**src/gbfit_pkg.sv**
```systemverilog
// ----------------------------------------------------------------------------
// Gated batch line fit: shared types and constants.
// Widths of the sample path, the running sums, the fit arithmetic and the
// structs that travel between the front, the snapshot queue and the back.
// ----------------------------------------------------------------------------
package gbfit_pkg;

	// Field widths of the sample and result words.
	localparam int SAMPLE_W = 20;
	localparam int COUNT_W  = 10;
	localparam int OUT_W    = 32;
	localparam int FRAC_W   = 16;

	// Widths of the running sums, sized so that a full batch cannot overflow.
	localparam int SUM_W = SAMPLE_W + COUNT_W;
	localparam int SQ_W  = 2 * SAMPLE_W + COUNT_W - 2;
	localparam int XY_W  = 2 * SAMPLE_W + COUNT_W;

	// Wide sums are multiplied by the count in two halves.
	localparam int SXX_LO_W = SQ_W / 2;
	localparam int SXY_LO_W = XY_W / 2;

	// Fit arithmetic widths.
	localparam int MUL_W  = ((OUT_W > SUM_W) ? OUT_W : SUM_W) + 1;
	localparam int NUM_W  = XY_W + COUNT_W;
	localparam int DEN_W  = COUNT_W + SQ_W;
	localparam int ICP_W  = OUT_W + SUM_W + 1;
	localparam int ACC_W  = ((NUM_W > ICP_W) ? NUM_W : ICP_W) + 1;
	localparam int DVD_W  = ((NUM_W + FRAC_W) > ICP_W) ? (NUM_W + FRAC_W) : ICP_W;
	localparam int DVS_W  = DEN_W;
	localparam int DIV_CNT_W = $clog2(DVD_W);

	// Snapshot queue between front and back.
	localparam int Q_DEPTH = 4;
	localparam int Q_PTR_W = $clog2(Q_DEPTH);
	localparam int Q_LVL_W = $clog2(Q_DEPTH + 1);

	// Configuration port.
	localparam int CFG_IDX_W  = 2;
	localparam int CFG_DATA_W = SAMPLE_W;

	localparam logic signed [SAMPLE_W-1:0] LOWER_RESET = '0;
	localparam logic signed [SAMPLE_W-1:0] UPPER_RESET = SAMPLE_W'(650 * 256);
	localparam logic [COUNT_W-1:0]         BATCH_RESET = COUNT_W'(140);

	typedef enum logic [CFG_IDX_W-1:0] {
		REG_LOWER = 2'd0,
		REG_UPPER = 2'd1,
		REG_BATCH = 2'd2
	} cfg_reg_t;

	typedef struct packed {
		logic signed [SAMPLE_W-1:0] lower;
		logic signed [SAMPLE_W-1:0] upper;
		logic [COUNT_W-1:0]         batch;
	} cfg_t;

	// Closed batch handed from the front to the back.
	typedef struct packed {
		logic [COUNT_W-1:0]       n;
		logic signed [SUM_W-1:0]  sx;
		logic signed [SUM_W-1:0]  sy;
		logic [SQ_W-1:0]          sxx;
		logic signed [XY_W-1:0]   sxy;
	} snap_t;

	// One finished fit.
	typedef struct packed {
		logic signed [OUT_W-1:0] slope;
		logic signed [OUT_W-1:0] intercept;
		logic                    fit_valid;
		logic [COUNT_W-1:0]      samples_used;
	} res_t;

	// Alignment of a partial product before it lands in the accumulator.
	typedef enum logic [1:0] {
		SH_NONE,
		SH_SQ,
		SH_XY
	} shift_t;

	typedef struct packed {
		logic   valid;
		logic   sub;
		shift_t shift;
	} pend_t;

	typedef enum logic [4:0] {
		BK_IDLE,
		BK_DEN_LO,
		BK_DEN_HI,
		BK_DEN_SQ,
		BK_DEN_END,
		BK_DEN_CHK,
		BK_NUM_LO,
		BK_NUM_HI,
		BK_NUM_XY,
		BK_NUM_END,
		BK_SLOPE_START,
		BK_SLOPE_DIV,
		BK_ICP_MUL,
		BK_ICP_END,
		BK_ICP_START,
		BK_ICP_DIV,
		BK_OUT
	} back_state_t;

endpackage

```
**src/gbfit_front.sv**
```systemverilog
// ----------------------------------------------------------------------------
// Gated batch line fit: front end.
// Gates each pair on the x window, forms x*x and x*y, accumulates the sums
// and hands a closed batch to the snapshot queue when the count is reached.
// ----------------------------------------------------------------------------
module gbfit_front import gbfit_pkg::*; (
	input  logic                       clk,
	input  logic                       arst_n,
	input  cfg_t                       cfg,
	input  logic                       push,
	input  logic signed [SAMPLE_W-1:0] calc_position,
	input  logic signed [SAMPLE_W-1:0] measured_position,
	output logic                       full,
	input  logic [Q_LVL_W-1:0]         q_level,
	output logic                       snap_push,
	output snap_t                      snap_data
);

	logic                         v_s1;
	logic signed [SAMPLE_W-1:0]   x_s1;
	logic signed [SAMPLE_W-1:0]   y_s1;
	logic                         v_s2;
	logic signed [SAMPLE_W-1:0]   x_s2;
	logic signed [SAMPLE_W-1:0]   y_s2;
	logic [2*SAMPLE_W-2:0]        xx_s2;
	logic signed [2*SAMPLE_W-1:0] xy_s2;

	logic [COUNT_W-1:0]      cnt_q;
	logic signed [SUM_W-1:0] sx_q;
	logic signed [SUM_W-1:0] sy_q;
	logic [SQ_W-1:0]         sxx_q;
	logic signed [XY_W-1:0]  sxy_q;

	logic                         in_window;
	logic                         take;
	logic [Q_LVL_W:0]             committed;
	logic signed [2*SAMPLE_W-1:0] xx_full;
	logic signed [2*SAMPLE_W-1:0] xy_full;
	logic [COUNT_W-1:0]           cnt_inc;
	logic                         fire;

	// Every word in flight may close a batch, so room is kept for each one.
	always_comb begin
		committed = (Q_LVL_W+1)'(q_level) + (Q_LVL_W+1)'(v_s1) + (Q_LVL_W+1)'(v_s2);
		full      = (committed >= (Q_LVL_W+1)'(Q_DEPTH));
		in_window = (calc_position > cfg.lower) && (calc_position < cfg.upper);
		take      = push && !full && in_window;
	end

	// Stage one: the pair that passed the window.
	always_ff @(posedge clk or negedge arst_n) begin
		if (!arst_n) begin
			v_s1 <= 1'b0;
			v_s2 <= 1'b0;
		end else begin
			v_s1 <= take;
			v_s2 <= v_s1;
		end
	end

	always_ff @(posedge clk) begin
		if (take) begin
			x_s1 <= calc_position;
			y_s1 <= measured_position;
		end
	end

	// Stage two: products of the pair.
	always_comb begin
		xx_full = x_s1 * x_s1;
		xy_full = x_s1 * y_s1;
	end

	always_ff @(posedge clk) begin
		if (v_s1) begin
			x_s2  <= x_s1;
			y_s2  <= y_s1;
			xx_s2 <= xx_full[2*SAMPLE_W-2:0];
			xy_s2 <= xy_full;
		end
	end

	// Accumulate, and close the batch once the count reaches the batch size.
	always_comb begin
		cnt_inc           = cnt_q + 1'b1;
		fire              = v_s2 && (cnt_inc >= cfg.batch);
		snap_push         = fire;
		snap_data.n       = cnt_inc;
		snap_data.sx      = sx_q + SUM_W'(x_s2);
		snap_data.sy      = sy_q + SUM_W'(y_s2);
		snap_data.sxx     = sxx_q + SQ_W'(xx_s2);
		snap_data.sxy     = sxy_q + XY_W'(xy_s2);
	end

	always_ff @(posedge clk or negedge arst_n) begin
		if (!arst_n) begin
			cnt_q <= '0;
			sx_q  <= '0;
			sy_q  <= '0;
			sxx_q <= '0;
			sxy_q <= '0;
		end else if (v_s2) begin
			if (fire) begin
				cnt_q <= '0;
				sx_q  <= '0;
				sy_q  <= '0;
				sxx_q <= '0;
				sxy_q <= '0;
			end else begin
				cnt_q <= snap_data.n;
				sx_q  <= snap_data.sx;
				sy_q  <= snap_data.sy;
				sxx_q <= snap_data.sxx;
				sxy_q <= snap_data.sxy;
			end
		end
	end

endmodule

```
**config.mk**
```make
export PLATFORM = sky130hd
export DESIGN_NAME = gbfit_front
export DESIGN_NICKNAME = d
export VERILOG_FILES = /design/src/gbfit_pkg.sv /design/src/gbfit_front.sv
export SDC_FILE = /design/constraint.sdc
export NUM_CORES = 2
export LEC_CHECK = 0
export BUFFER_PORTS_ARGS = -buffer_cell sky130_fd_sc_hd__clkbuf_2
export CAP_MARGIN = 10
export CORE_AREA = 2 2 315 317
export CTS_CLUSTER_SIZE = 25
export DETAILED_ROUTE_END_ITERATION = 16
export DIE_AREA = 0 0 317 319
export PLACE_DENSITY_LB_ADDON = 0.3
export SLEW_MARGIN = 5
export SYNTH_ARGS = -nofsm -noshare
export SYNTH_HDL_FRONTEND = slang
export SYNTH_SLANG_ARGS = --single-unit
```
**constraint.sdc**
```tcl
create_clock -name clk -period 21.3 [get_ports clk]
set_clock_uncertainty 0.15 [all_clocks]
set_input_delay 1.065 -clock clk [delete_from_list [all_inputs] [get_ports clk]]
set_output_delay 1.065 -clock clk [all_outputs]
set_load 0.01 [all_outputs]
```
==> flow_results.xml <==
<?xml version="1.0" encoding="UTF-8"?>
<metrics>
  <group name="clock_tree">
    <metric name="clk_pin_slew_worst_setup_hold_paths" unit="ps">60</metric>
    <metric name="clkLatencyLatePin" unit="ps">610</metric>
    <metric name="post_cts_resized" unit="">0</metric>
    <metric name="clock-sinks" unit="">327</metric>
    <metric name="cts-hold-fix-buffers" unit="">0</metric>
    <metric name="postCtsSetupBuffers" unit="">0</metric>
    <metric name="clockBufferDepth" unit="">3</metric>
    <metric name="clockRootBuffer" unit="">clkbuf_16</metric>
    <metric name="htree_num_levels" unit="">2</metric>
    <metric name="clock_tree_from_tritoncts" unit="">done</metric>
    <metric name="numCtsBuffers" unit="">40</metric>
  </group>
  <group name="die">
    <metric name="initial_core_util" unit="%">49.6</metric>
    <metric name="die_y" unit="µm">319</metric>
    <metric name="boundaryPins" unit="">266</metric>
    <metric name="placeableCoreArea" unit="mm²">0.0977</metric>
    <metric name="dieWidth" unit="µm">317</metric>
    <metric name="die-area" unit="mm²">0.101</metric>
    <metric name="fp-row-count" unit="">115</metric>
  </group>
  <group name="global_routing">
    <metric name="first_global_vias" unit="">36895</metric>
    <metric name="antenna_found_initial" unit="">5</metric>
    <metric name="globalRouteOverflowTotal" unit="">0</metric>
    <metric name="grt_max_degree" unit="">77</metric>
    <metric name="tot_gr_track_use" unit="%">23.7</metric>
    <metric name="first_pass_grt_wire_length" unit="µm">192000</metric>
  </group>
  <group name="finish">
    <metric name="antenna_cells" unit="">0</metric>
    <metric name="final_net_count" unit="">6458</metric>
    <metric name="finish.instance_area" unit="mm²">0.0524</metric>
    <metric name="final_core_util" unit="%">53.7</metric>
    <metric name="fillCellCount" unit="">8789</metric>
    <metric name="area_delta_synth_final" unit="%">8.27</metric>
    <metric name="final_common_cell" unit="">inv_1</metric>
    <metric name="most_frequent_cells_in_the_layout" unit="">1,002 x inv_1, 799 x fa_1, 452 x nand2_1, 411 x ha_1, 316 x and2_1</metric>
    <metric name="final-seq-area" unit="mm²">0.00898</metric>
    <metric name="combined_area_of_the_multi_input_logic_cells" unit="mm²">0.0350</metric>
    <metric name="drive_gt1_share" unit="%">8.03</metric>
  </group>
  <group name="setup_path">
    <metric name="timing.setup.critical_path_class" unit="">flop to flop</metric>
    <metric name="worst_path_largest_cell_delay" unit="ps">740</metric>
    <metric name="crit_top_cell" unit="">fa_1</metric>
    <metric name="critical_path_arrival" unit="ps">8040</metric>
    <metric name="setup.worst_path.start_class" unit="">flop</metric>
    <metric name="timing.critical_path.slowest_stage_cell" unit="">edfxtp_1</metric>
    <metric name="cp_max_fanout" unit="">27</metric>
    <metric name="worst_path_cell_chain" unit="">buf_4 &gt; and2_1 &gt; fa_1 &gt; fa_1 &gt; fa_1 &gt; fa_1 &gt; fa_1 &gt; fa_1 &gt; inv_1 &gt; fa_1 &gt; inv_1 &gt; ha_1 &gt; and4_1 &gt; and3_1 &gt; nand2_1 &gt; nor4_1 &gt; a31oi_1 &gt; a311oi_1 &gt; nor3_1 &gt; o31ai_1 &gt; a21oi_1 &gt; xnor2_1</metric>
    <metric name="critical_path_capture_point_type" unit="">flop</metric>
    <metric name="timing.critical_path.required" unit="ps">21500</metric>
  </group>
  <group name="yosys">
    <metric name="gate_count_after_technology_mapping" unit="">4993</metric>
    <metric name="syn-num-nets" unit="">6299</metric>
    <metric name="synthesis.area" unit="mm²">0.0484</metric>
    <metric name="syn_avg_cell_area" unit="µm²">9.70</metric>
    <metric name="netlist-cell-type-count" unit="">92</metric>
    <metric name="ys_seq_area_share" unit="%">18.5</metric>
    <metric name="synth_seq_cells" unit="">327</metric>
    <metric name="async_flop_share" unit="%">52.0</metric>
    <metric name="synthFlopType" unit="">dfrtp_1</metric>
    <metric name="synth-edff-count" unit="">157</metric>
    <metric name="synth_warnings" unit="">0</metric>
  </group>
  <group name="route">
    <metric name="drt_iter0_markers" unit="">2149</metric>
    <metric name="remaining_drc_errors" unit="">0</metric>
    <metric name="drtAntennaViolNets" unit="">0</metric>
    <metric name="post_drt_via_cell_ratio" unit="">5.45</metric>
    <metric name="wl_per_cell" unit="µm">17.9</metric>
    <metric name="routed-via-count" unit="">35251</metric>
    <metric name="detailedRoute.firstPassIterationCount" unit="">5</metric>
    <metric name="detail_route.wirelength" unit="µm">116000</metric>
  </group>
  <group name="sta">
    <metric name="totalNegativeSetupSlack" unit="ps">0</metric>
    <metric name="worst_pin_slew" unit="ps">1130</metric>
    <metric name="unrepaired_setup_endpoints_after_global_routing" unit="">no</metric>
    <metric name="final-setup-viol-count" unit="">0</metric>
    <metric name="max_freq" unit="GHz">0.128</metric>
    <metric name="final_period_minus_worst_setup_slack" unit="ps">7840</metric>
    <metric name="hold_slack" unit="ps">340</metric>
    <metric name="timing.max_slew.rel_slack" unit="%">24.8</metric>
    <metric name="timing.final.max_slew_violations" unit="">0</metric>
    <metric name="post_route_fraction_of_the_period_consumed_by_the_critical_path" unit="%">36.8</metric>
    <metric name="finalHoldViolCount" unit="">0</metric>
  </group>
  <group name="place">
    <metric name="placedInstanceArea" unit="mm²">0.0510</metric>
    <metric name="gp_congestion" unit="">0.887</metric>
    <metric name="buffer_ports.inserted" unit="">265</metric>
    <metric name="dpl.hpwl" unit="µm">90000</metric>
  </group>
  <group name="min_path">
    <metric name="timing.hold.worst.class" unit="">flop to flop</metric>
  </group>
  <group name="run_status">
    <metric name="outcome" unit="">completed</metric>
  </group>
  <group name="job">
    <metric name="max-cap-violations" unit="">0</metric>
  </group>
</metrics>
per-layer routing:
layer	global-route usage [%]	vias up	wire length [µm]
met1	32.4	17858	49700
met5	0	-	13
met4	6.54	2	2940
met3	2.89	175	6940
li1	-	16245	-
met2	39.7	971	56400
cells in the mapped netlist, types with 5 or more instances:
cell type	count	area share, %
nand4_1	23	0.30
or3_1	14	0.18
inv_1	1002	7.8
nor2_1	160	1.2
and3_1	35	0.45
o22ai_1	8	0.10
a211o_1	7	0.13
o21bai_1	27	0.42
a21boi_0	5	0.077
nand2b_1	31	0.40
buf_1	9	0.070
nand2_1	452	3.5
nor2b_1	47	0.61
a211oi_1	18	0.28
or2_2	6	0.077
a31oi_1	25	0.32
nand3_1	62	0.64
nor3_1	39	0.40
o21a_1	32	0.50
a22o_1	62	1.1
edfxtp_1	157	9.7
clkbuf_1	171	1.3
a21oi_1	184	1.9
o31ai_1	10	0.15
xor2_1	73	1.3
o41ai_1	9	0.16
and2_1	316	4.1
o21ai_1	31	0.32
a31o_1	6	0.11
a21o_1	123	1.9
a31o_2	9	0.16
fa_1	799	33
a221oi_1	8	0.14
o211ai_1	9	0.14
xnor2_1	174	3.1
o21ai_0	101	1.0
dfrtp_1	170	8.8
ha_1	411	11
o2bb2ai_1	75	1.4
worst max-delay path: cells and delay by family, from the launching register on:
family,cells,cell delay (ps)
DFF,1,740
adders and majority gates,8,3770
and+or+nand+nor,6,1310
AOI/OAI and AO/OA,4,950
buffers and inverters,3,530
xor gates and xnor gates,1,130
metrics by stage:
step | cells | setup slack [ps]
3_5_place_dp | 6397 | 13500
3_3_place_gp | 6397 | 13690
2_1_floorplan | 4993 | 14110
6_report | 6470 | 13460
4_1_cts | 6470 | 13490
5_1_grt | 6470 | 12920
final timing paths:
path,start,to,slack [ps],depth (start not counted)
max in group asynchronous,arst_n,sxx_q[27],19280,2
setup reg to reg,x_s1[18],xx_s2[37],13460,22
setup / recovery,x_s1[18],xx_s2[37],13460,22
hold reg to reg,sy_q[8],sy_q[8],340,1
hold / removal,sy_q[8],sy_q[8],340,1
min in group asynchronous,arst_n,sxy_q[43],370,1
state kept, by name, indices dropped and copies added, names as in the netlist:
signal and count:
v_s2 1, sx_q 30, xx_s2 37, y_s1 20, cnt_q 10, sxy_q 50
v_s1 1, sy_q 30, x_s1 20, y_s2 20, x_s2 20, sxx_q 48
xy_s2 40
kinds of logic after synthesis:
family / share of synthesized area [%]
buf+inv: 9.19
compound gates: 11.7
mux: 0.106
fa+ha+maj: 43.6
simple gates: 12.3
xor+xnor: 4.50
flops: 18.5
area by class of cell:
cell class	count	area share [%]
clock buffers	47	2.02
clock inverters	26	0.756
inverters	1005	7.20
multi-input cells	3480	66.8
flip-flops and latches	327	17.1
well taps	1287	3.07
repair buffers	298	3.02
Power is left out: the tool's default activity adds up to more than one toggle a clock period on the data nets, which glitch-free logic cannot reach.
