<file path="config.mk">
export PLATFORM = sky130hd
export DESIGN_NAME = gbfit_queue
export DESIGN_NICKNAME = d
export VERILOG_FILES = /design/src/gbfit_pkg.sv /design/src/gbfit_queue.sv
export SDC_FILE = /design/constraint.sdc
export NUM_CORES = 1
export LEC_CHECK = 0
export BUFFER_PORTS_ARGS = -buffer_cell sky130_fd_sc_hd__clkbuf_2
export CAP_MARGIN = 10
export CORE_MARGIN = 1.5
export CORE_UTILIZATION = 27
export CTS_BUF_LIST = sky130_fd_sc_hd__clkbuf_8
export DETAILED_ROUTE_END_ITERATION = 7
export PLACE_DENSITY_LB_ADDON = 0.05
export SETUP_SLACK_MARGIN = 0.1
export SLEW_MARGIN = 0
export SYNTH_ARGS = -nofsm -noshare
export SYNTH_HDL_FRONTEND = slang
export SYNTH_SLANG_ARGS = --single-unit
</file>
<file path="constraint.sdc">
create_clock -name clk -period 12.3 [get_ports clk]
set_input_delay 0.615 -clock clk [delete_from_list [all_inputs] [get_ports clk]]
set_output_delay 0.615 -clock clk [all_outputs]
set_load 0.05 [all_outputs]
</file>
<file path="src/gbfit_pkg.sv">
// ----------------------------------------------------------------------------
// Gated batch line fit: shared types and constants.
// Widths of the sample path, the running sums, the fit arithmetic and the
// structs that travel between the front, the snapshot queue and the back.
// ----------------------------------------------------------------------------
package gbfit_pkg;

	// Field widths of the sample and result words.
	localparam int SAMPLE_W = 20;
	localparam int COUNT_W  = 10;
	localparam int OUT_W    = 32;
	localparam int FRAC_W   = 16;

	// Widths of the running sums, sized so that a full batch cannot overflow.
	localparam int SUM_W = SAMPLE_W + COUNT_W;
	localparam int SQ_W  = 2 * SAMPLE_W + COUNT_W - 2;
	localparam int XY_W  = 2 * SAMPLE_W + COUNT_W;

	// Wide sums are multiplied by the count in two halves.
	localparam int SXX_LO_W = SQ_W / 2;
	localparam int SXY_LO_W = XY_W / 2;

	// Fit arithmetic widths.
	localparam int MUL_W  = ((OUT_W > SUM_W) ? OUT_W : SUM_W) + 1;
	localparam int NUM_W  = XY_W + COUNT_W;
	localparam int DEN_W  = COUNT_W + SQ_W;
	localparam int ICP_W  = OUT_W + SUM_W + 1;
	localparam int ACC_W  = ((NUM_W > ICP_W) ? NUM_W : ICP_W) + 1;
	localparam int DVD_W  = ((NUM_W + FRAC_W) > ICP_W) ? (NUM_W + FRAC_W) : ICP_W;
	localparam int DVS_W  = DEN_W;
	localparam int DIV_CNT_W = $clog2(DVD_W);

	// Snapshot queue between front and back.
	localparam int Q_DEPTH = 4;
	localparam int Q_PTR_W = $clog2(Q_DEPTH);
	localparam int Q_LVL_W = $clog2(Q_DEPTH + 1);

	// Configuration port.
	localparam int CFG_IDX_W  = 2;
	localparam int CFG_DATA_W = SAMPLE_W;

	localparam logic signed [SAMPLE_W-1:0] LOWER_RESET = '0;
	localparam logic signed [SAMPLE_W-1:0] UPPER_RESET = SAMPLE_W'(650 * 256);
	localparam logic [COUNT_W-1:0]         BATCH_RESET = COUNT_W'(140);

	typedef enum logic [CFG_IDX_W-1:0] {
		REG_LOWER = 2'd0,
		REG_UPPER = 2'd1,
		REG_BATCH = 2'd2
	} cfg_reg_t;

	typedef struct packed {
		logic signed [SAMPLE_W-1:0] lower;
		logic signed [SAMPLE_W-1:0] upper;
		logic [COUNT_W-1:0]         batch;
	} cfg_t;

	// Closed batch handed from the front to the back.
	typedef struct packed {
		logic [COUNT_W-1:0]       n;
		logic signed [SUM_W-1:0]  sx;
		logic signed [SUM_W-1:0]  sy;
		logic [SQ_W-1:0]          sxx;
		logic signed [XY_W-1:0]   sxy;
	} snap_t;

	// One finished fit.
	typedef struct packed {
		logic signed [OUT_W-1:0] slope;
		logic signed [OUT_W-1:0] intercept;
		logic                    fit_valid;
		logic [COUNT_W-1:0]      samples_used;
	} res_t;

	// Alignment of a partial product before it lands in the accumulator.
	typedef enum logic [1:0] {
		SH_NONE,
		SH_SQ,
		SH_XY
	} shift_t;

	typedef struct packed {
		logic   valid;
		logic   sub;
		shift_t shift;
	} pend_t;

	typedef enum logic [4:0] {
		BK_IDLE,
		BK_DEN_LO,
		BK_DEN_HI,
		BK_DEN_SQ,
		BK_DEN_END,
		BK_DEN_CHK,
		BK_NUM_LO,
		BK_NUM_HI,
		BK_NUM_XY,
		BK_NUM_END,
		BK_SLOPE_START,
		BK_SLOPE_DIV,
		BK_ICP_MUL,
		BK_ICP_END,
		BK_ICP_START,
		BK_ICP_DIV,
		BK_OUT
	} back_state_t;

endpackage

</file>
<file path="src/gbfit_queue.sv">
// ----------------------------------------------------------------------------
// Gated batch line fit: snapshot queue.
// A short first-in first-out buffer of closed batches between the
// accumulating front and the fitting back.
// ----------------------------------------------------------------------------
module gbfit_queue import gbfit_pkg::*; (
	input  logic               clk,
	input  logic               arst_n,
	input  logic               wr_en,
	input  snap_t              wr_data,
	input  logic               rd_en,
	output snap_t              rd_data,
	output logic               q_empty,
	output logic [Q_LVL_W-1:0] level
);

	snap_t               mem_q [Q_DEPTH];
	logic [Q_PTR_W-1:0]  wr_ptr_q;
	logic [Q_PTR_W-1:0]  rd_ptr_q;
	logic [Q_LVL_W-1:0]  level_q;

	// Pointers and fill level.
	always_ff @(posedge clk or negedge arst_n) begin
		if (!arst_n) begin
			wr_ptr_q <= '0;
			rd_ptr_q <= '0;
			level_q  <= '0;
		end else begin
			if (wr_en) begin
				wr_ptr_q <= wr_ptr_q + 1'b1;
			end
			if (rd_en) begin
				rd_ptr_q <= rd_ptr_q + 1'b1;
			end
			if (wr_en && !rd_en) begin
				level_q <= level_q + 1'b1;
			end else if (rd_en && !wr_en) begin
				level_q <= level_q - 1'b1;
			end
		end
	end

	// Entry storage.
	always_ff @(posedge clk) begin
		if (wr_en) begin
			mem_q[wr_ptr_q] <= wr_data;
		end
	end

	assign rd_data = mem_q[rd_ptr_q];
	assign q_empty = (level_q == '0);
	assign level   = level_q;

endmodule

</file>
==> results.toml, run 1 <==
[floorplan]
pin_count = 344
initial_core_util = 0.273
rows = 110
fp.dieH_um = 305
dieArea_mm2 = 0.0930
die_x_um = 305
core_area_mm2 = 0.0901

[clock_network]
cts_tree = "built"
numCtsBuffers = 119
clk_pin_slew_ns = 0.06
cts_setup_buffers = 0
clock-sinks = 679
clock_latency_ns = 0.76
h-tree-depth = 3
clockBufferDepth = 3
root_buffer = "clkbuf_8"

[critical_path]
endpoint_kind = "primary output"
crit_fanout = 44
worstSetupPathType = "flop to primary output"
cp.arrival_ns = 3.95
cp.required_ns = 11.69
cp-start-kind = "flop"
reg2reg_slack_ns = 9.25

[drt]
viasPerCell = 4.28
first_pass_iters = 6
ant_nets = 0
vias = 11907
route.detailed.drc = 0
routed_wl_um = 59100
wl_per_cell_um = 21.3
drt_iter0_markers = 488

[global_route]
grt_pass1_vias = 13481
grt_usage = 0.128
antenna_found_initial = 5
grt_pass1_wl_um = 87900
grt_start_max_net_pins = 57
gr-total-overflow = 0

[layout]
nets = 1691
num-fill-cells = 8558
synthToLayoutAreaGrowth_pct = 27.6
drive_gt1_frac = 0.422
fin_cells = 2781
final_cell_mix = "edfxtp_1, clkbuf_2, mux4_2, dlygate4sd3_1, clkbuf_8"
layout_commonest_cell = "edfxtp_1"

[timing]
timing.hold.ws_ns = 0.111
finalMaxSlewViolations = 0
finalWorstSetupSlack_ns = 7.74
max_freq_mhz = 219
tns_ns = 0
fin_skew_ns = 0.0262
setup_violations = 0
period_needed_ns = 4.56
slew_headroom = 0.343
rsz0062_at_grt = "no"
hold_violations = 0
fin_crit_sh = 0.371
worstMarginPinSlew_ns = 0.985

[status]
outcome = "complete, no violations"

[placement]
preCtsSetupSlack_ns = 8.27
gp_congestion = 0.661
io_buffers = 343
hpwl_um = 33700
dp_cells = 2411

[yosys]
synth_seq_cells = 679
syn_nets = 1089
synth_area_per_cell_um2 = 27.0
syn_area_mm2 = 0.0246
synthCells = 911
yosysWarnings = 0
yosysSeqAreaShare = 0.827
synth_cell_type_count = 18

[run]
maxCapViolations = 0

[power_and_ir_drop]
p_leak_uw = 0.0108
internal_power_uw = 4890
power.total_uw = 8250
clock_power_share = 0.227
p_switching_uw = 3360
combPwrFrac = 0.390
peakVddDrop_uv = 128
swShare = 0.408
pwr-share-seq = 0.382
power.density_mw_per_mm2 = 263

[hold_path]
min_path_type = "input port to flop"
==> synth_stat cells (all sizes together) <==
master  instances  area [um2]
edfxtp        672       20200
mux4          168        3780
buf            33         243
dfrtp           7         175
clkbuf          5        18.8
ha              5        62.6
and2            4        25.0
inv             4        15.0
xor2            4        35.0
nand2           2        7.51
xnor2           2        17.5
fa              1        20.0
mux2            1        11.3
nor2            1        3.75
nor3            1        5.00
o21ai           1        5.00
==> layout make-up <==
cell class / instances / area, um2 / area share
flip-flops and latches: 679 / 20400 / 0.649
repair buffers: 519 / 3430 / 0.109
multi-input cells: 190 / 3990 / 0.127
clock inverters: 91 / 467 / 0.0149
well taps: 1176 / 1470 / 0.0469
inverters: 4 / 15.0 / 0.000478
clock buffers: 120 / 1650 / 0.0526
diodes: 2 / 5.00 / 0.000159
==> path summary, 6_finish.rpt <==
check,cells past startpoint,from,endpoint
hold / removal,1,wr_data[98],mem_q[1][98]
setup reg to reg,5,wr_ptr_q[0],mem_q[0][68]
max in group asynchronous,2,arst_n,rd_ptr_q[1]
min in group asynchronous,2,arst_n,level[0]
setup / recovery,4,rd_ptr_q[0],rd_data[104]
hold reg to reg,1,level[2],level[2]
==> through the flow <==
stage                     utilization  instance area [um2]
after global routing            0.348                31400
after floorplan                     -                24600
after global placement          0.307                27700
after detailed placement        0.307                27700
final                           0.348                31400
after CTS                       0.348                31400
==> critical path: stages, from the launching register on <==
cell and delay (ns):
dfrtp_4 0.59, buf_4 0.75, buf_4 0.86, mux4_2 0.63, clkbuf_2 0.26
==> flip-flops by register name (all words and copies together) (netlist names) <==
signal	flops
mem_q	672
level	3
rd_ptr_q	2
wr_ptr_q	2
==> timing repair <==
action	4_1_cts	5_1_grt
hold endpoints to repair	612	0
resized for setup	0	0
hold buffers	157	0
endpoints found under the setup margin	0	0
==> power by group through the flow <==
stage | registers (uW) | logic (uW) | clock network (uW)
final | 3150 | 3220 | 1870
after global routing | 3200 | 3410 | 2060
after CTS | 3170 | 3330 | 1960
after detailed placement | 3210 | 3290 | 0
after global placement | 3200 | 3300 | 0
after floorplan | 3220 | 2470 | 0
==> cell families after synthesis <==
kind of cell,synth area share
compound gates,0.000203
xor+xnor,0.00214
fa+ha+maj,0.00336
buf+inv,0.0112
flops,0.827
mux,0.154
simple gates,0.00168
==> layer usage <==
metal | part of all wire | GRT usage | wire length (um) | vias to the layer above
met1 | 0.42 | 0.158 | 24900 | 6281
met5 | 0.00039 | 0 | 23 | -
met4 | 0.024 | 0.0481 | 1390 | 4
met3 | 0.061 | 0.0387 | 3630 | 109
li1 | - | - | - | 5190
met2 | 0.49 | 0.212 | 29200 | 323
No activity file was read; power rests on OpenSTA's default activity.
==> inputs of run 2 (changes only) <==
Clock period 12.3 ns to 4.5 ns, I/O delays scaled along.
==> run 2 against run 1 <==
Against the previous run: sequential cell count is the same; clock-buffer cell count unchanged; sequential power grew to 2.7 times the previous value; largest power group unchanged.
==> results.toml, run 2 (same netlist as run 1, synthesis figures left out) <==
[timing]
max_freq_mhz = 308
tns_ns = 0
hold_violations = 0
fin_crit_sh = 0.721
slew_headroom = 0.419
worstMarginPinSlew_ns = 0.872
setup_violations = 0
finalMaxSlewViolations = 0
fin_skew_ns = 0.0196
period_needed_ns = 3.24
rsz0062_at_grt = "no"

[critical_path]
slowest_stage = "dfrtp_4"
crit_fanout = 36
cp-start-kind = "flop"
worstSetupPathType = "flop to primary output"
cp.arrival_ns = 3.02
endpoint_kind = "primary output"
cp.required_ns = 4.28
crit_path_max_incr_delay_ns = 1.00
crit_chain = "buf_12 -> mux4_2 -> clkbuf_2"
reg2reg_slack_ns = 2.19

[clock_network]
cts_setup_buffers = 0
h-tree-depth = 3
clockBufferDepth = 3
root_buffer = "clkbuf_8"
clock_latency_ns = 0.76
clock-sinks = 679
clk_pin_slew_ns = 0.06
cts_tree = "built"
numCtsBuffers = 119

[power_and_ir_drop]
power.density_mw_per_mm2 = 712
peakVddDrop_uv = 386
power.total_uw = 22600
p_leak_uw = 0.0110

[global_route]
grt_start_max_net_pins = 89
grt_usage = 0.129
antenna_found_initial = 5
grt_pass1_wl_um = 87700
grt_pass1_vias = 13513
gr-total-overflow = 0

[hold_path]
min_path_type = "input port to flop"

[layout]
synthToLayoutAreaGrowth_pct = 28.6
drive_gt1_frac = 0.418
layout_commonest_cell = "edfxtp_1"
final_cell_mix = "edfxtp_1, clkbuf_2, dlygate4sd3_1, mux4_2, clkbuf_8"
largest_register = "mem_q"
final_core_util = 0.351
num-fill-cells = 8537
largest_register_ffs = 672
nets = 1708

[drt]
ant_nets = 0
wl_per_cell_um = 21.2
first_pass_iters = 4
route.detailed.drc = 0
viasPerCell = 4.24
routed_wl_um = 59100
vias = 11834
drt_iter0_markers = 576

[floorplan]
pin_count = 344
core_area_mm2 = 0.0901
rows = 110
dieArea_mm2 = 0.0930
fp.dieH_um = 305
initial_core_util = 0.273
die_x_um = 305

[placement]
gp_congestion = 0.676
io_buffers = 343
hpwl_um = 33600

[status]
outcome = "complete, no violations"

[run]
maxCapViolations = 0
run 2: cell types whose count changed in the layout (fill, tap and decap cells not counted), sizes merged:
cell	before	now
clkinvlp	3	2
bufinv	3	1
dlygate4sd3	157	172
buf	19	21
clkinv	42	30
inv	47	55
run 2: path summary, 6_finish.rpt:
kind	start	end	depth (start not counted)
worst min register to register	level[2]	level[2]	1
max in group asynchronous	arst_n	rd_ptr_q[1]	3
min in group asynchronous	arst_n	level[0]	3
worst max-delay path	rd_ptr_q[0]	rd_data[53]	3
worst min-delay path	wr_data[126]	mem_q[1][126]	2
worst max register to register	wr_ptr_q[0]	mem_q[2][76]	4
run 2: metal layers:
metal	share of wire	GRT usage	vias up
li1	-	-	5220
met1	0.41	0.153	6162
met2	0.50	0.215	339
met3	0.068	0.0438	107
met4	0.024	0.0490	6
met5	0.00063	0	-
run 2: cell type report:
class	instances	area, um2	share of cell area
Antenna cell	2	5.00	0.000158
Clock buffer	120	1650	0.0522
Clock inverter	84	382	0.0121
Inverter	4	15.0	0.000474
Multi-Input combinational cell	190	3990	0.126
Sequential cell	679	20400	0.643
Tap cell	1176	1470	0.0465
Timing Repair Buffer	536	3780	0.120
run 2: timing repair:
action / 4_1_cts / 5_1_grt
hold buffers: 172 / 0
gates resized for setup: 0 / 0
hold endpoints to repair: 685 / 0
run 2: power breakdown:
part	total [uW]	leakage (uW)	switching (uW)	internal (uW)
Clock	4940	0.00121	2440	2500
Combinational	9000	0.00349	6400	2600
Sequential	8610	0.00625	343	8270
Total	22600	0.0110	9180	13400
run 2: critical path: cells and delay by family (launching register included):
family	cells	cell delay (ns)
flops	1	1.00
buf+inv	2	0.61
mux	1	0.59
run 2: through the flow:
step	instances	cell area (um2)	setup slack (ns)	hold WS (ns)
floorplan	911	24600	1.38	-0.0706
global placement	2413	27900	1.92	0.0999
detailed placement	2413	27900	1.90	0.102
CTS	2789	31700	1.03	0.115
global route	2791	31700	0.987	0.170
finish	2791	31700	1.26	0.226
==> inputs of run 3 (changes only) <==
Clock period 4.5 ns to 2.8 ns, I/O delays scaled along.
==> run 3 against run 2 <==
Against the previous run: sequential share of layout area decreased by 2.1 points; largest power group unchanged; critical path depth increased by 1; clock skew increased by 0.0065 ns; largest cell class unchanged; clock-buffer cell count increased by 3; clock power increased by 71%; design area increased by 3.4%; global-route usage increased by 0.58 points; final cell count increased by 2.3%.
==> results.toml, run 3 (same netlist as run 1, synthesis figures left out) <==
[layout]
fin_area_mm2 = 0.0327
seq_area_mm2 = 0.0204
synthToLayoutAreaGrowth_pct = 33.1
largest_register_ffs = 672
nets = 1759
num-fill-cells = 8452
final_cell_mix = "edfxtp_1, clkbuf_2, dlygate4sd3_1, mux4_2, clkbuf_8"
drive_gt1_frac = 0.437
largest_register = "mem_q"
multiInputGateArea_mm2 = 0.00399
layout_commonest_cell = "edfxtp_1"

[clock_network]
clock_latency_ns = 0.74
clockBufferDepth = 3
cts_tree = "built"
root_buffer = "clkbuf_8"
numCtsBuffers = 121
h-tree-depth = 3
clock-sinks = 679
clk_pin_slew_ns = 0.06

[placement]
io_buffers = 343
gp_congestion = 0.679
hpwl_um = 37500
placed_cell_area_mm2 = 0.0283

[critical_path]
slowest_stage = "mux4_2"
crit_fanout = 15
worstSetupPathType = "flop to primary output"
crit_path_max_incr_delay_ns = 0.56
crit_chain = "buf_16 -> buf_16 -> mux4_2 -> clkbuf_4"
critPathTopFamily = "buffers and inverters"
endpoint_kind = "primary output"
cp.required_ns = 2.66
cpMostUsedCell = "buf_16"
critPathBufInv = 3
cp-start-kind = "flop"
cp.arrival_ns = 2.45

[drt]
drt_iter0_markers = 604
viasPerCell = 4.24
first_pass_iters = 6
routed_wl_um = 62300
wl_per_cell_um = 21.8
route.detailed.drc = 0
vias = 12114
ant_nets = 0

[power_and_ir_drop]
peakVddDrop_uv = 550
power.density_mw_per_mm2 = 1170
p_leak_uw = 0.0114

[global_route]
grt_start_max_net_pins = 62
grt_usage = 0.135
antenna_found_initial = 4
gr-total-overflow = 0
grt_pass1_wl_um = 91400
grt_pass1_vias = 13819

[hold_path]
min_path_type = "input port to flop"

[timing]
worstMarginPinSlew_ns = 0.648
max_freq_mhz = 386
fin_crit_sh = 0.925
period_needed_ns = 2.59
hold_violations = 0
fin_skew_ns = 0.0262
rsz0062_at_grt = "yes"
setup_violations = 0
finalMaxSlewViolations = 0
tns_ns = 0
slew_headroom = 0.568

[run]
maxCapViolations = 0

[floorplan]
die_x_um = 305
dieArea_mm2 = 0.0930
initial_core_util = 0.273
fp.dieH_um = 305
core_area_mm2 = 0.0901
rows = 110
pin_count = 344

[status]
outcome = "complete, no violations"
-- run 3: cell count changes in the layout (fill, tap and decap cells not counted), sizes merged --
| cell | before | now |
|---|---|---|
| buf | 21 | 107 |
| bufinv | 1 | 4 |
| clkbuf | 463 | 429 |
| clkinv | 30 | 50 |
| inv | 55 | 44 |
-- run 3: repair_timing --
action / CTS / global route
setup buffers: 7 / 2
setup endpoints to repair: 152 / 110
resized for setup: 91 / 43
hold endpoints to repair: 693 / 0
hold buffers: 172 / 0
cloned: 4 / 2
-- run 3: path summary, 6_finish.rpt --
path / depth (start not counted) / endpoint / slack (ns) / start
setup reg to reg: 4 / mem_q[1][20] / 0.87 / wr_ptr_q[1]
max in group asynchronous: 3 / rd_ptr_q[1] / 2.10 / arst_n
setup / recovery: 4 / rd_data[154] / 0.21 / rd_ptr_q[0]
min in group asynchronous: 3 / level[0] / 0.39 / arst_n
hold / removal: 2 / mem_q[1][106] / 0.16 / wr_data[106]
hold reg to reg: 1 / level[2] / 0.52 / level[2]
-- run 3: where the power goes --
part | total [uW] | leakage (uW) | internal, uW | switching [uW]
Sequential | 13700 | 0.00625 | 13300 | 412
Combinational | 16100 | 0.00389 | 5340 | 10800
Clock | 8460 | 0.00127 | 4420 | 4030
-- run 3: final cells by class --
class,instances,area share
Antenna cell,2,0.000153
Clock buffer,123,0.0517
Clock inverter,96,0.0157
Inverter,4,0.000458
Multi-Input combinational cell,190,0.122
Sequential cell,679,0.622
Tap cell,1176,0.0449
Timing Repair Buffer,585,0.144
-- run 3: stage by stage --
stage	power (uW)	cells	utilization	hold slack, ns	worst slack (ns)
detailed placement	29300	2447	0.314	0.00806	0.767
floorplan	24700	911	-	-0.156	0.551
global route	40100	2855	0.363	0.0738	0.0464
finish	38200	2855	0.363	0.164	0.210
global placement	29300	2447	0.314	0.0117	0.777
CTS	39100	2849	0.362	0.0396	0.0181
-- run 3: layer usage --
layer  wire, um  share of wire  global-route usage
met1      25600           0.41               0.159
met2      32100           0.51               0.234
met3       3190          0.051              0.0390
met4       1400          0.023              0.0428
met5         27        0.00043                   0
