<file path="config.mk">
export PLATFORM = sky130hd
export DESIGN_NAME = gbfit_back
export DESIGN_NICKNAME = d
export VERILOG_FILES = /design/src/gbfit_pkg.sv /design/src/gbfit_div.sv /design/src/gbfit_back.sv
export SDC_FILE = /design/constraint.sdc
export NUM_CORES = 2
export LEC_CHECK = 0
export BUFFER_PORTS_ARGS = -buffer_cell sky130_fd_sc_hd__buf_2
export CAP_MARGIN = 20
export CORE_UTILIZATION = 41
export CTS_CLUSTER_SIZE = 14
export DETAILED_ROUTE_END_ITERATION = 16
export GPL_TIMING_DRIVEN = 0
export PLACE_DENSITY = 0.64
export RECOVER_POWER = 25
export SLEW_MARGIN = 40
export SYNTH_ARGS = -nofsm -noshare
export SYNTH_HDL_FRONTEND = slang
export SYNTH_SLANG_ARGS = --single-unit
</file>
<file path="constraint.sdc">
create_clock -name clk -period 10.6 [get_ports clk]
set_input_delay 2.12 -clock clk [delete_from_list [all_inputs] [get_ports clk]]
set_output_delay 2.12 -clock clk [all_outputs]
set_load 0.005 [all_outputs]
</file>
<file path="src/gbfit_pkg.sv">
// ----------------------------------------------------------------------------
// Gated batch line fit: shared types and constants.
// Widths of the sample path, the running sums, the fit arithmetic and the
// structs that travel between the front, the snapshot queue and the back.
// ----------------------------------------------------------------------------
package gbfit_pkg;

	// Field widths of the sample and result words.
	localparam int SAMPLE_W = 20;
	localparam int COUNT_W  = 10;
	localparam int OUT_W    = 32;
	localparam int FRAC_W   = 16;

	// Widths of the running sums, sized so that a full batch cannot overflow.
	localparam int SUM_W = SAMPLE_W + COUNT_W;
	localparam int SQ_W  = 2 * SAMPLE_W + COUNT_W - 2;
	localparam int XY_W  = 2 * SAMPLE_W + COUNT_W;

	// Wide sums are multiplied by the count in two halves.
	localparam int SXX_LO_W = SQ_W / 2;
	localparam int SXY_LO_W = XY_W / 2;

	// Fit arithmetic widths.
	localparam int MUL_W  = ((OUT_W > SUM_W) ? OUT_W : SUM_W) + 1;
	localparam int NUM_W  = XY_W + COUNT_W;
	localparam int DEN_W  = COUNT_W + SQ_W;
	localparam int ICP_W  = OUT_W + SUM_W + 1;
	localparam int ACC_W  = ((NUM_W > ICP_W) ? NUM_W : ICP_W) + 1;
	localparam int DVD_W  = ((NUM_W + FRAC_W) > ICP_W) ? (NUM_W + FRAC_W) : ICP_W;
	localparam int DVS_W  = DEN_W;
	localparam int DIV_CNT_W = $clog2(DVD_W);

	// Snapshot queue between front and back.
	localparam int Q_DEPTH = 4;
	localparam int Q_PTR_W = $clog2(Q_DEPTH);
	localparam int Q_LVL_W = $clog2(Q_DEPTH + 1);

	// Configuration port.
	localparam int CFG_IDX_W  = 2;
	localparam int CFG_DATA_W = SAMPLE_W;

	localparam logic signed [SAMPLE_W-1:0] LOWER_RESET = '0;
	localparam logic signed [SAMPLE_W-1:0] UPPER_RESET = SAMPLE_W'(650 * 256);
	localparam logic [COUNT_W-1:0]         BATCH_RESET = COUNT_W'(140);

	typedef enum logic [CFG_IDX_W-1:0] {
		REG_LOWER = 2'd0,
		REG_UPPER = 2'd1,
		REG_BATCH = 2'd2
	} cfg_reg_t;

	typedef struct packed {
		logic signed [SAMPLE_W-1:0] lower;
		logic signed [SAMPLE_W-1:0] upper;
		logic [COUNT_W-1:0]         batch;
	} cfg_t;

	// Closed batch handed from the front to the back.
	typedef struct packed {
		logic [COUNT_W-1:0]       n;
		logic signed [SUM_W-1:0]  sx;
		logic signed [SUM_W-1:0]  sy;
		logic [SQ_W-1:0]          sxx;
		logic signed [XY_W-1:0]   sxy;
	} snap_t;

	// One finished fit.
	typedef struct packed {
		logic signed [OUT_W-1:0] slope;
		logic signed [OUT_W-1:0] intercept;
		logic                    fit_valid;
		logic [COUNT_W-1:0]      samples_used;
	} res_t;

	// Alignment of a partial product before it lands in the accumulator.
	typedef enum logic [1:0] {
		SH_NONE,
		SH_SQ,
		SH_XY
	} shift_t;

	typedef struct packed {
		logic   valid;
		logic   sub;
		shift_t shift;
	} pend_t;

	typedef enum logic [4:0] {
		BK_IDLE,
		BK_DEN_LO,
		BK_DEN_HI,
		BK_DEN_SQ,
		BK_DEN_END,
		BK_DEN_CHK,
		BK_NUM_LO,
		BK_NUM_HI,
		BK_NUM_XY,
		BK_NUM_END,
		BK_SLOPE_START,
		BK_SLOPE_DIV,
		BK_ICP_MUL,
		BK_ICP_END,
		BK_ICP_START,
		BK_ICP_DIV,
		BK_OUT
	} back_state_t;

endpackage

</file>
<file path="src/gbfit_div.sv">
// ----------------------------------------------------------------------------
// Gated batch line fit: iterative divider.
// Restoring division of a signed dividend by a positive divisor, one quotient
// bit per cycle, truncated toward zero and saturated to the result width.
// ----------------------------------------------------------------------------
module gbfit_div import gbfit_pkg::*; (
	input  logic                    clk,
	input  logic                    arst_n,
	input  logic                    start,
	input  logic signed [DVD_W-1:0] dividend,
	input  logic [DVS_W-1:0]        divisor,
	output logic                    done,
	output logic signed [OUT_W-1:0] quotient
);

	logic                 busy_q;
	logic                 done_q;
	logic [DIV_CNT_W-1:0] cnt_q;
	logic                 neg_q;
	logic [DVD_W-1:0]     dvd_q;
	logic [DVS_W-1:0]     rem_q;
	logic [DVS_W-1:0]     dvs_q;

	logic [DVS_W:0]       rem_sh;
	logic [DVS_W:0]       diff;
	logic                 ge;
	logic                 q_big;
	logic                 q_top;
	logic                 q_rest;

	// One restoring step: shift in the next dividend bit and try a subtract.
	always_comb begin
		rem_sh = {rem_q, dvd_q[DVD_W-1]};
		diff   = rem_sh - {1'b0, dvs_q};
		ge     = !diff[DVS_W];
	end

	// Control of the iteration.
	always_ff @(posedge clk or negedge arst_n) begin
		if (!arst_n) begin
			busy_q <= 1'b0;
			done_q <= 1'b0;
			cnt_q  <= '0;
		end else begin
			done_q <= 1'b0;
			if (start) begin
				busy_q <= 1'b1;
				cnt_q  <= DIV_CNT_W'(DVD_W - 1);
			end else if (busy_q) begin
				if (cnt_q == '0) begin
					busy_q <= 1'b0;
					done_q <= 1'b1;
				end else begin
					cnt_q <= cnt_q - 1'b1;
				end
			end
		end
	end

	// Datapath: the dividend register collects the quotient bits as it shifts.
	always_ff @(posedge clk) begin
		if (start) begin
			neg_q <= dividend[DVD_W-1];
			dvd_q <= dividend[DVD_W-1] ? DVD_W'(-dividend) : DVD_W'(dividend);
			rem_q <= '0;
			dvs_q <= divisor;
		end else if (busy_q) begin
			rem_q <= ge ? diff[DVS_W-1:0] : rem_sh[DVS_W-1:0];
			dvd_q <= {dvd_q[DVD_W-2:0], ge};
		end
	end

	// Apply the sign and clamp to the signed result range.
	always_comb begin
		q_big  = |dvd_q[DVD_W-1:OUT_W];
		q_top  = dvd_q[OUT_W-1];
		q_rest = |dvd_q[OUT_W-2:0];
		if (neg_q) begin
			if (q_big || (q_top && q_rest)) begin
				quotient = {1'b1, {(OUT_W-1){1'b0}}};
			end else begin
				quotient = -$signed(dvd_q[OUT_W-1:0]);
			end
		end else begin
			if (q_big || q_top) begin
				quotient = {1'b0, {(OUT_W-1){1'b1}}};
			end else begin
				quotient = $signed(dvd_q[OUT_W-1:0]);
			end
		end
	end

	assign done = done_q;

endmodule

</file>
<file path="src/gbfit_back.sv">
// ----------------------------------------------------------------------------
// Gated batch line fit: back end.
// A sequencer with one shared multiplier and accumulator forms the denominator,
// then numerator and slope division if it is nonzero, and intercept division.
// ----------------------------------------------------------------------------
module gbfit_back import gbfit_pkg::*; (
	input  logic  clk,
	input  logic  arst_n,
	input  logic  q_empty,
	input  snap_t q_data,
	output logic  q_pop,
	output logic  res_valid,
	input  logic  res_ready,
	output res_t  res
);

	typedef enum logic [1:0] {
		ACC_RUN,
		ACC_CLEAR,
		ACC_LOAD_Y
	} acc_op_t;

	back_state_t state_q;
	back_state_t state_d;

	snap_t                     snap_q;
	logic signed [ACC_W-1:0]   acc_q;
	logic signed [2*MUL_W-1:0] prod_q;
	pend_t                     pend_q;
	logic [DEN_W-1:0]          den_q;
	logic                      valid_q;
	logic signed [OUT_W-1:0]   slope_q;
	logic signed [OUT_W-1:0]   icpt_q;

	logic signed [MUL_W-1:0]   mul_a;
	logic signed [MUL_W-1:0]   mul_b;
	pend_t                     pend_d;
	acc_op_t                   acc_op;
	logic                      den_load;
	logic                      slope_zero;
	logic                      slope_load;
	logic                      icpt_load;
	logic                      div_start;
	logic signed [DVD_W-1:0]   div_dividend;
	logic [DVS_W-1:0]          div_divisor;
	logic                      div_done;
	logic signed [OUT_W-1:0]   div_quotient;

	logic signed [ACC_W-1:0]          prod_lo;
	logic signed [ACC_W-1:0]          term;
	logic signed [ACC_W-1:0]          acc_next;
	logic signed [NUM_W+FRAC_W-1:0]   num_sh;
	logic signed [ICP_W-1:0]          icp_val;
	logic signed [MUL_W-1:0]          op_n;
	logic signed [MUL_W-1:0]          op_sx;

	// Operand forms used by several steps.
	always_comb begin
		op_n    = $signed({{(MUL_W-COUNT_W){1'b0}}, snap_q.n});
		op_sx   = $signed({{(MUL_W-SUM_W){snap_q.sx[SUM_W-1]}}, snap_q.sx});
		num_sh  = $signed({acc_q[NUM_W-1:0], {FRAC_W{1'b0}}});
		icp_val = $signed(acc_q[ICP_W-1:0]);
	end

	// The product from the last cycle lands in the accumulator, aligned.
	always_comb begin
		prod_lo = $signed(prod_q[ACC_W-1:0]);
		case (pend_q.shift)
			SH_NONE: term = prod_lo;
			SH_SQ:   term = prod_lo <<< SXX_LO_W;
			SH_XY:   term = prod_lo <<< SXY_LO_W;
			default: term = prod_lo;
		endcase
		if (!pend_q.valid) begin
			acc_next = acc_q;
		end else if (pend_q.sub) begin
			acc_next = acc_q - term;
		end else begin
			acc_next = acc_q + term;
		end
	end

	// Sequencer: next state, operand selection and strobes.
	always_comb begin
		state_d      = state_q;
		mul_a        = op_n;
		mul_b        = op_sx;
		pend_d       = '{valid: 1'b0, sub: 1'b0, shift: SH_NONE};
		acc_op       = ACC_RUN;
		q_pop        = 1'b0;
		den_load     = 1'b0;
		slope_zero   = 1'b0;
		slope_load   = 1'b0;
		icpt_load    = 1'b0;
		div_start    = 1'b0;
		div_dividend = DVD_W'(num_sh);
		div_divisor  = DVS_W'(den_q);
		res_valid    = 1'b0;
		case (state_q)
			BK_IDLE: begin
				acc_op = ACC_CLEAR;
				if (!q_empty) begin
					q_pop   = 1'b1;
					state_d = BK_DEN_LO;
				end
			end
			BK_DEN_LO: begin
				mul_b   = $signed({{(MUL_W-SXX_LO_W){1'b0}}, snap_q.sxx[SXX_LO_W-1:0]});
				pend_d  = '{valid: 1'b1, sub: 1'b0, shift: SH_NONE};
				state_d = BK_DEN_HI;
			end
			BK_DEN_HI: begin
				mul_b   = $signed({{(MUL_W-(SQ_W-SXX_LO_W)){1'b0}},
					snap_q.sxx[SQ_W-1:SXX_LO_W]});
				pend_d  = '{valid: 1'b1, sub: 1'b0, shift: SH_SQ};
				state_d = BK_DEN_SQ;
			end
			BK_DEN_SQ: begin
				mul_a   = op_sx;
				mul_b   = op_sx;
				pend_d  = '{valid: 1'b1, sub: 1'b1, shift: SH_NONE};
				state_d = BK_DEN_END;
			end
			BK_DEN_END: begin
				state_d = BK_DEN_CHK;
			end
			BK_DEN_CHK: begin
				den_load = 1'b1;
				acc_op   = ACC_CLEAR;
				if (acc_q != '0) begin
					state_d = BK_NUM_LO;
				end else begin
					slope_zero = 1'b1;
					state_d    = BK_ICP_MUL;
				end
			end
			BK_NUM_LO: begin
				mul_b   = $signed({{(MUL_W-SXY_LO_W){1'b0}}, snap_q.sxy[SXY_LO_W-1:0]});
				pend_d  = '{valid: 1'b1, sub: 1'b0, shift: SH_NONE};
				state_d = BK_NUM_HI;
			end
			BK_NUM_HI: begin
				mul_b   = $signed({{(MUL_W-(XY_W-SXY_LO_W)){snap_q.sxy[XY_W-1]}},
					snap_q.sxy[XY_W-1:SXY_LO_W]});
				pend_d  = '{valid: 1'b1, sub: 1'b0, shift: SH_XY};
				state_d = BK_NUM_XY;
			end
			BK_NUM_XY: begin
				mul_a   = op_sx;
				mul_b   = $signed({{(MUL_W-SUM_W){snap_q.sy[SUM_W-1]}}, snap_q.sy});
				pend_d  = '{valid: 1'b1, sub: 1'b1, shift: SH_NONE};
				state_d = BK_NUM_END;
			end
			BK_NUM_END: begin
				state_d = BK_SLOPE_START;
			end
			BK_SLOPE_START: begin
				div_start = 1'b1;
				state_d   = BK_SLOPE_DIV;
			end
			BK_SLOPE_DIV: begin
				if (div_done) begin
					slope_load = 1'b1;
					state_d    = BK_ICP_MUL;
				end
			end
			BK_ICP_MUL: begin
				// Start from Sy scaled by the slope fraction, then take off slope*Sx.
				mul_a   = $signed({{(MUL_W-OUT_W){slope_q[OUT_W-1]}}, slope_q});
				mul_b   = op_sx;
				pend_d  = '{valid: 1'b1, sub: 1'b1, shift: SH_NONE};
				acc_op  = ACC_LOAD_Y;
				state_d = BK_ICP_END;
			end
			BK_ICP_END: begin
				state_d = BK_ICP_START;
			end
			BK_ICP_START: begin
				div_start    = 1'b1;
				div_dividend = DVD_W'(icp_val);
				div_divisor  = DVS_W'({snap_q.n, {FRAC_W{1'b0}}});
				state_d      = BK_ICP_DIV;
			end
			BK_ICP_DIV: begin
				if (div_done) begin
					icpt_load = 1'b1;
					state_d   = BK_OUT;
				end
			end
			BK_OUT: begin
				res_valid = 1'b1;
				if (res_ready) begin
					state_d = BK_IDLE;
				end
			end
			default: begin
				state_d = BK_IDLE;
			end
		endcase
	end

	// State and control registers.
	always_ff @(posedge clk or negedge arst_n) begin
		if (!arst_n) begin
			state_q <= BK_IDLE;
			pend_q  <= '{valid: 1'b0, sub: 1'b0, shift: SH_NONE};
		end else begin
			state_q <= state_d;
			pend_q  <= pend_d;
		end
	end

	// Shared multiplier, accumulator and fit registers.
	always_ff @(posedge clk) begin
		prod_q <= mul_a * mul_b;
		case (acc_op)
			ACC_RUN:    acc_q <= acc_next;
			ACC_CLEAR:  acc_q <= '0;
			ACC_LOAD_Y: acc_q <= $signed({{(ACC_W-SUM_W-FRAC_W){snap_q.sy[SUM_W-1]}},
				snap_q.sy, {FRAC_W{1'b0}}});
			default:    acc_q <= acc_next;
		endcase
		if (q_pop) begin
			snap_q <= q_data;
		end
		if (den_load) begin
			den_q   <= acc_q[DEN_W-1:0];
			valid_q <= (acc_q != '0);
		end
		if (slope_zero) begin
			slope_q <= '0;
		end else if (slope_load) begin
			slope_q <= div_quotient;
		end
		if (icpt_load) begin
			icpt_q <= div_quotient;
		end
	end

	gbfit_div u_div (
		.clk      (clk),
		.arst_n   (arst_n),
		.start    (div_start),
		.dividend (div_dividend),
		.divisor  (div_divisor),
		.done     (div_done),
		.quotient (div_quotient)
	);

	assign res.slope        = slope_q;
	assign res.intercept    = icpt_q;
	assign res.fit_valid    = valid_q;
	assign res.samples_used = snap_q.n;

endmodule
</file>
==> results.ini <==
[synth]
netlist_instances = 7866
yosysUniqueCellTypes = 97
synth-xor-area-share_pct = 3.89
synth_ff_type = edfxtp_1
synthAdderAreaFrac_pct = 36.0
synth_edf_count = 458
ys_seq_area_share_pct = 23.7
synth_top_area_cell = fa_1
synthTopCellsByCount = 1273 x inv_1, 1097 x fa_1, 853 x nand2_1, 845 x nor2_1, 458 x edfxtp_1
post-synth-top-area-fraction_pct = 30.1
synth-simple-area-share_pct = 14.4
yosysWarningCount = 0
yosysMostFrequentCell = inv_1
synth_area_leaders = fa_1 30%, edfxtp_1 19%, inv_1 6.6%
synth_nets = 9479
synth_top_family_by_area = adder cells
postSynthAreaPerCell_um2 = 9.27
async_flop_share_pct = 2.86
yosys-mux-area-fraction_pct = 0.896
ys_ff_latch = 630
netlist_area_um2 = 72900
synth_compound_area_share_pct = 12.2

[sta]
setup_viol = 0
hold_violations = 0
relSlewSlack_pct = 32.6
hold_slack_ps = 490
min_period_over_period_pct = 99.2
fmax_mhz = 95.1
period_needed_ps = 10520
fin_skew_ps = 41.6
worstMarginPinSlew_ps = 1010
slew_violations = 0

[layout]
drive_above_1_share_pct = 11.3
fill_cells = 17023
fin_util_pct = 46.9
fin_nets = 9907
area_growth_pct = 13.3
stdcell_count = 10694

[hold_path]
holdCritStartpoint = u_div.rem_q[14]$_SDFFE_PN0P_
whs_path_depth = 2
hold_end = u_div.rem_q[14]$_SDFFE_PN0P_
min_path_type = reg2reg

[status]
violations = design-rule violations
run_status = finished, violations left

[clocking]
clk_pin_slew_ps = 70
root_buffer = clkbuf_16
tritoncts = done
cts_htree_levels = 3
ctsHoldBuffers = 0
cts.sinks = 630
cts_buffers = 71
cts_max_path_buffers = 3
clk-insertion-delay-late_ps = 720

[critical_path]
cp.arrival_ps = 11110
critPathMaxStageDelay_ps = 780
critPathSlowestCell = clkbuf_1
endpoint_kind = flop
cp_num_buf_inv = 9
required_ps = 11190
cp_common_cell = fa_1
start_kind = flop
crit_type = reg2reg
crit_family = adder cells
r2r_slack_ps = 80
r2r-end = prod_q[62]$_DFF_P_
r2r_cells = 34
rr_startpoint = state_q[2]$_DFFE_PN0P_
cp_max_fo = 10

[global_routing]
grt_pass1_vias = 61992
grt_max_degree = 51
overflow = 0
grt_usage_pct = 36.5
grt_pass1_wl_mm = 460
antenna_found_initial = 27

[placement]
gp_congestion = 1.09
dp_cells = 10526
hpwl_mm = 273
io_buffers = 248

[routing]
drc = 10
initialDrtViolationCount = 7017
antenna_left = 0
avgRoutedWirePerCell_um = 31.0
dr.pass1.iters = 14
vias_per_cell = 5.86
routed_wl_mm = 332
vias = 62692

[die]
die_x_um = 424
ios = 249
die_y_um = 424
start_util_pct = 41.4
fp-row-count = 154
dieArea_um2 = 180000
core_area_um2 = 176000

[pwr]
p_leak_nw = 37.1
peakVddDrop_mv = 0.118
powerDensity_nw_per_um2 = 63.6

[job]
drv_cap = 0

==> cell usage in the layout (no fill, tap or decap), types with 154 or more instances in the layout <==
master and instances:
o21ai_0 347, nor2_1 840, dfxtp_1 154, clkbuf_1 198
edfxtp_1 458, inv_1 1266, xnor2_1 185, fa_1 1088
ha_1 338, nand2_1 849, a21oi_1 329, buf_2 275
==> through the flow <==
stage / setup WS [ps] / total power, mW / cell area (um2) / TNS, ps
after floorplan: 1280 / 2.67 / 72900 / 0
after global placement: -4860 / 2.71 / 77100 / -172340
after detailed placement: -2830 / 2.71 / 78500 / -70800
after CTS: -16.5 / 5.29 / 82000 / -16.5
after global routing: -43.9 / 5.37 / 82600 / -44.0
final: 80.9 / 5.25 / 82600 / 0
==> sequential cells by signal (all words and copies together) (netlist names), 5 cells and up <==
signal	count
u_div.dvs_q	58
u_div.rem_q	58
state_q	5
snap_q	128
u_div.dvd_q	76
den_q	58
slope_q	32
op_sx	30
res	10
u_div.cnt_q	7
icpt_q	32
prod_q	64
acc_q	64
==> layout make-up <==
type                       count  area (um2)  area share, %
timing repair buffer         370        2510           3.04
multi-input combinational   5524       50100           60.7
sequential                   630       17300           20.9
inverter                    1275        4810           5.82
tap                         2340        2930           3.54
clock inverter                44         487          0.589
buffer                       421        2520           3.05
timing repair inverter         1        5.00        0.00606
antenna                        5        12.5         0.0151
clock buffer                  84        1900           2.30
==> kinds of logic (layout without fill, tap and decap cells) <==
group / after synthesis / in the layout
simple gates: 2348 / 2348
buf+inv: 1712 / 2195
fa+ha+maj: 1441 / 1441
compound gates: 1346 / 1346
flops: 630 / 630
xor+xnor: 324 / 324
mux: 65 / 65
other cells: 0 / 5
==> routing by layer <==
layer | track usage, % | up-vias | wire, um
met5 | 0.242 | - | 225
met4 | 25.5 | 26 | 29500
met3 | 9.76 | 1004 | 34600
met2 | 56.6 | 3608 | 148000
met1 | 44.2 | 31656 | 120000
li1 | - | 26398 | -
==> worst register-to-register path: cells and delay by family (launching register included) <==
family | cells | cell delay [ps]
simple gates | 9 | 1940
fa+ha+maj | 9 | 3930
buf+inv | 9 | 2060
xor+xnor | 1 | 160
flops | 1 | 450
compound gates | 6 | 1870
==> worst max path at each step <==
| stage | startpoint | endpoint | cells after the start |
|---|---|---|---|
| 2_1_floorplan | state_q[1]$_DFFE_PN0P_ | prod_q[61]$_DFF_P_ | 34 |
| 3_3_place_gp | state_q[2]$_DFFE_PN0P_ | prod_q[63]$_DFF_P_ | 33 |
| 3_5_place_dp | state_q[2]$_DFFE_PN0P_ | prod_q[63]$_DFF_P_ | 34 |
| 4_1_cts | state_q[1]$_DFFE_PN0P_ | prod_q[63]$_DFF_P_ | 34 |
| 5_1_grt | state_q[2]$_DFFE_PN0P_ | prod_q[62]$_DFF_P_ | 35 |
| 6_report | state_q[2]$_DFFE_PN0P_ | prod_q[62]$_DFF_P_ | 34 |
==> power by group <==
part	total (mW)	switching, mW	internal, mW	leakage [nW]
registers	2.62	0	2.62	5.83
clock network	2.60	1.13	1.47	1.15
logic	0.0361	0.0150	0.0211	30.1
==> repair_timing <==
action	4_1_cts	5_1_grt
resized for setup	305	128
setup endpoints to repair	45	16
setup buffers	17	33
cloned	0	1
pin swaps	19	17
No activity file was read; power rests on OpenSTA's default activity.
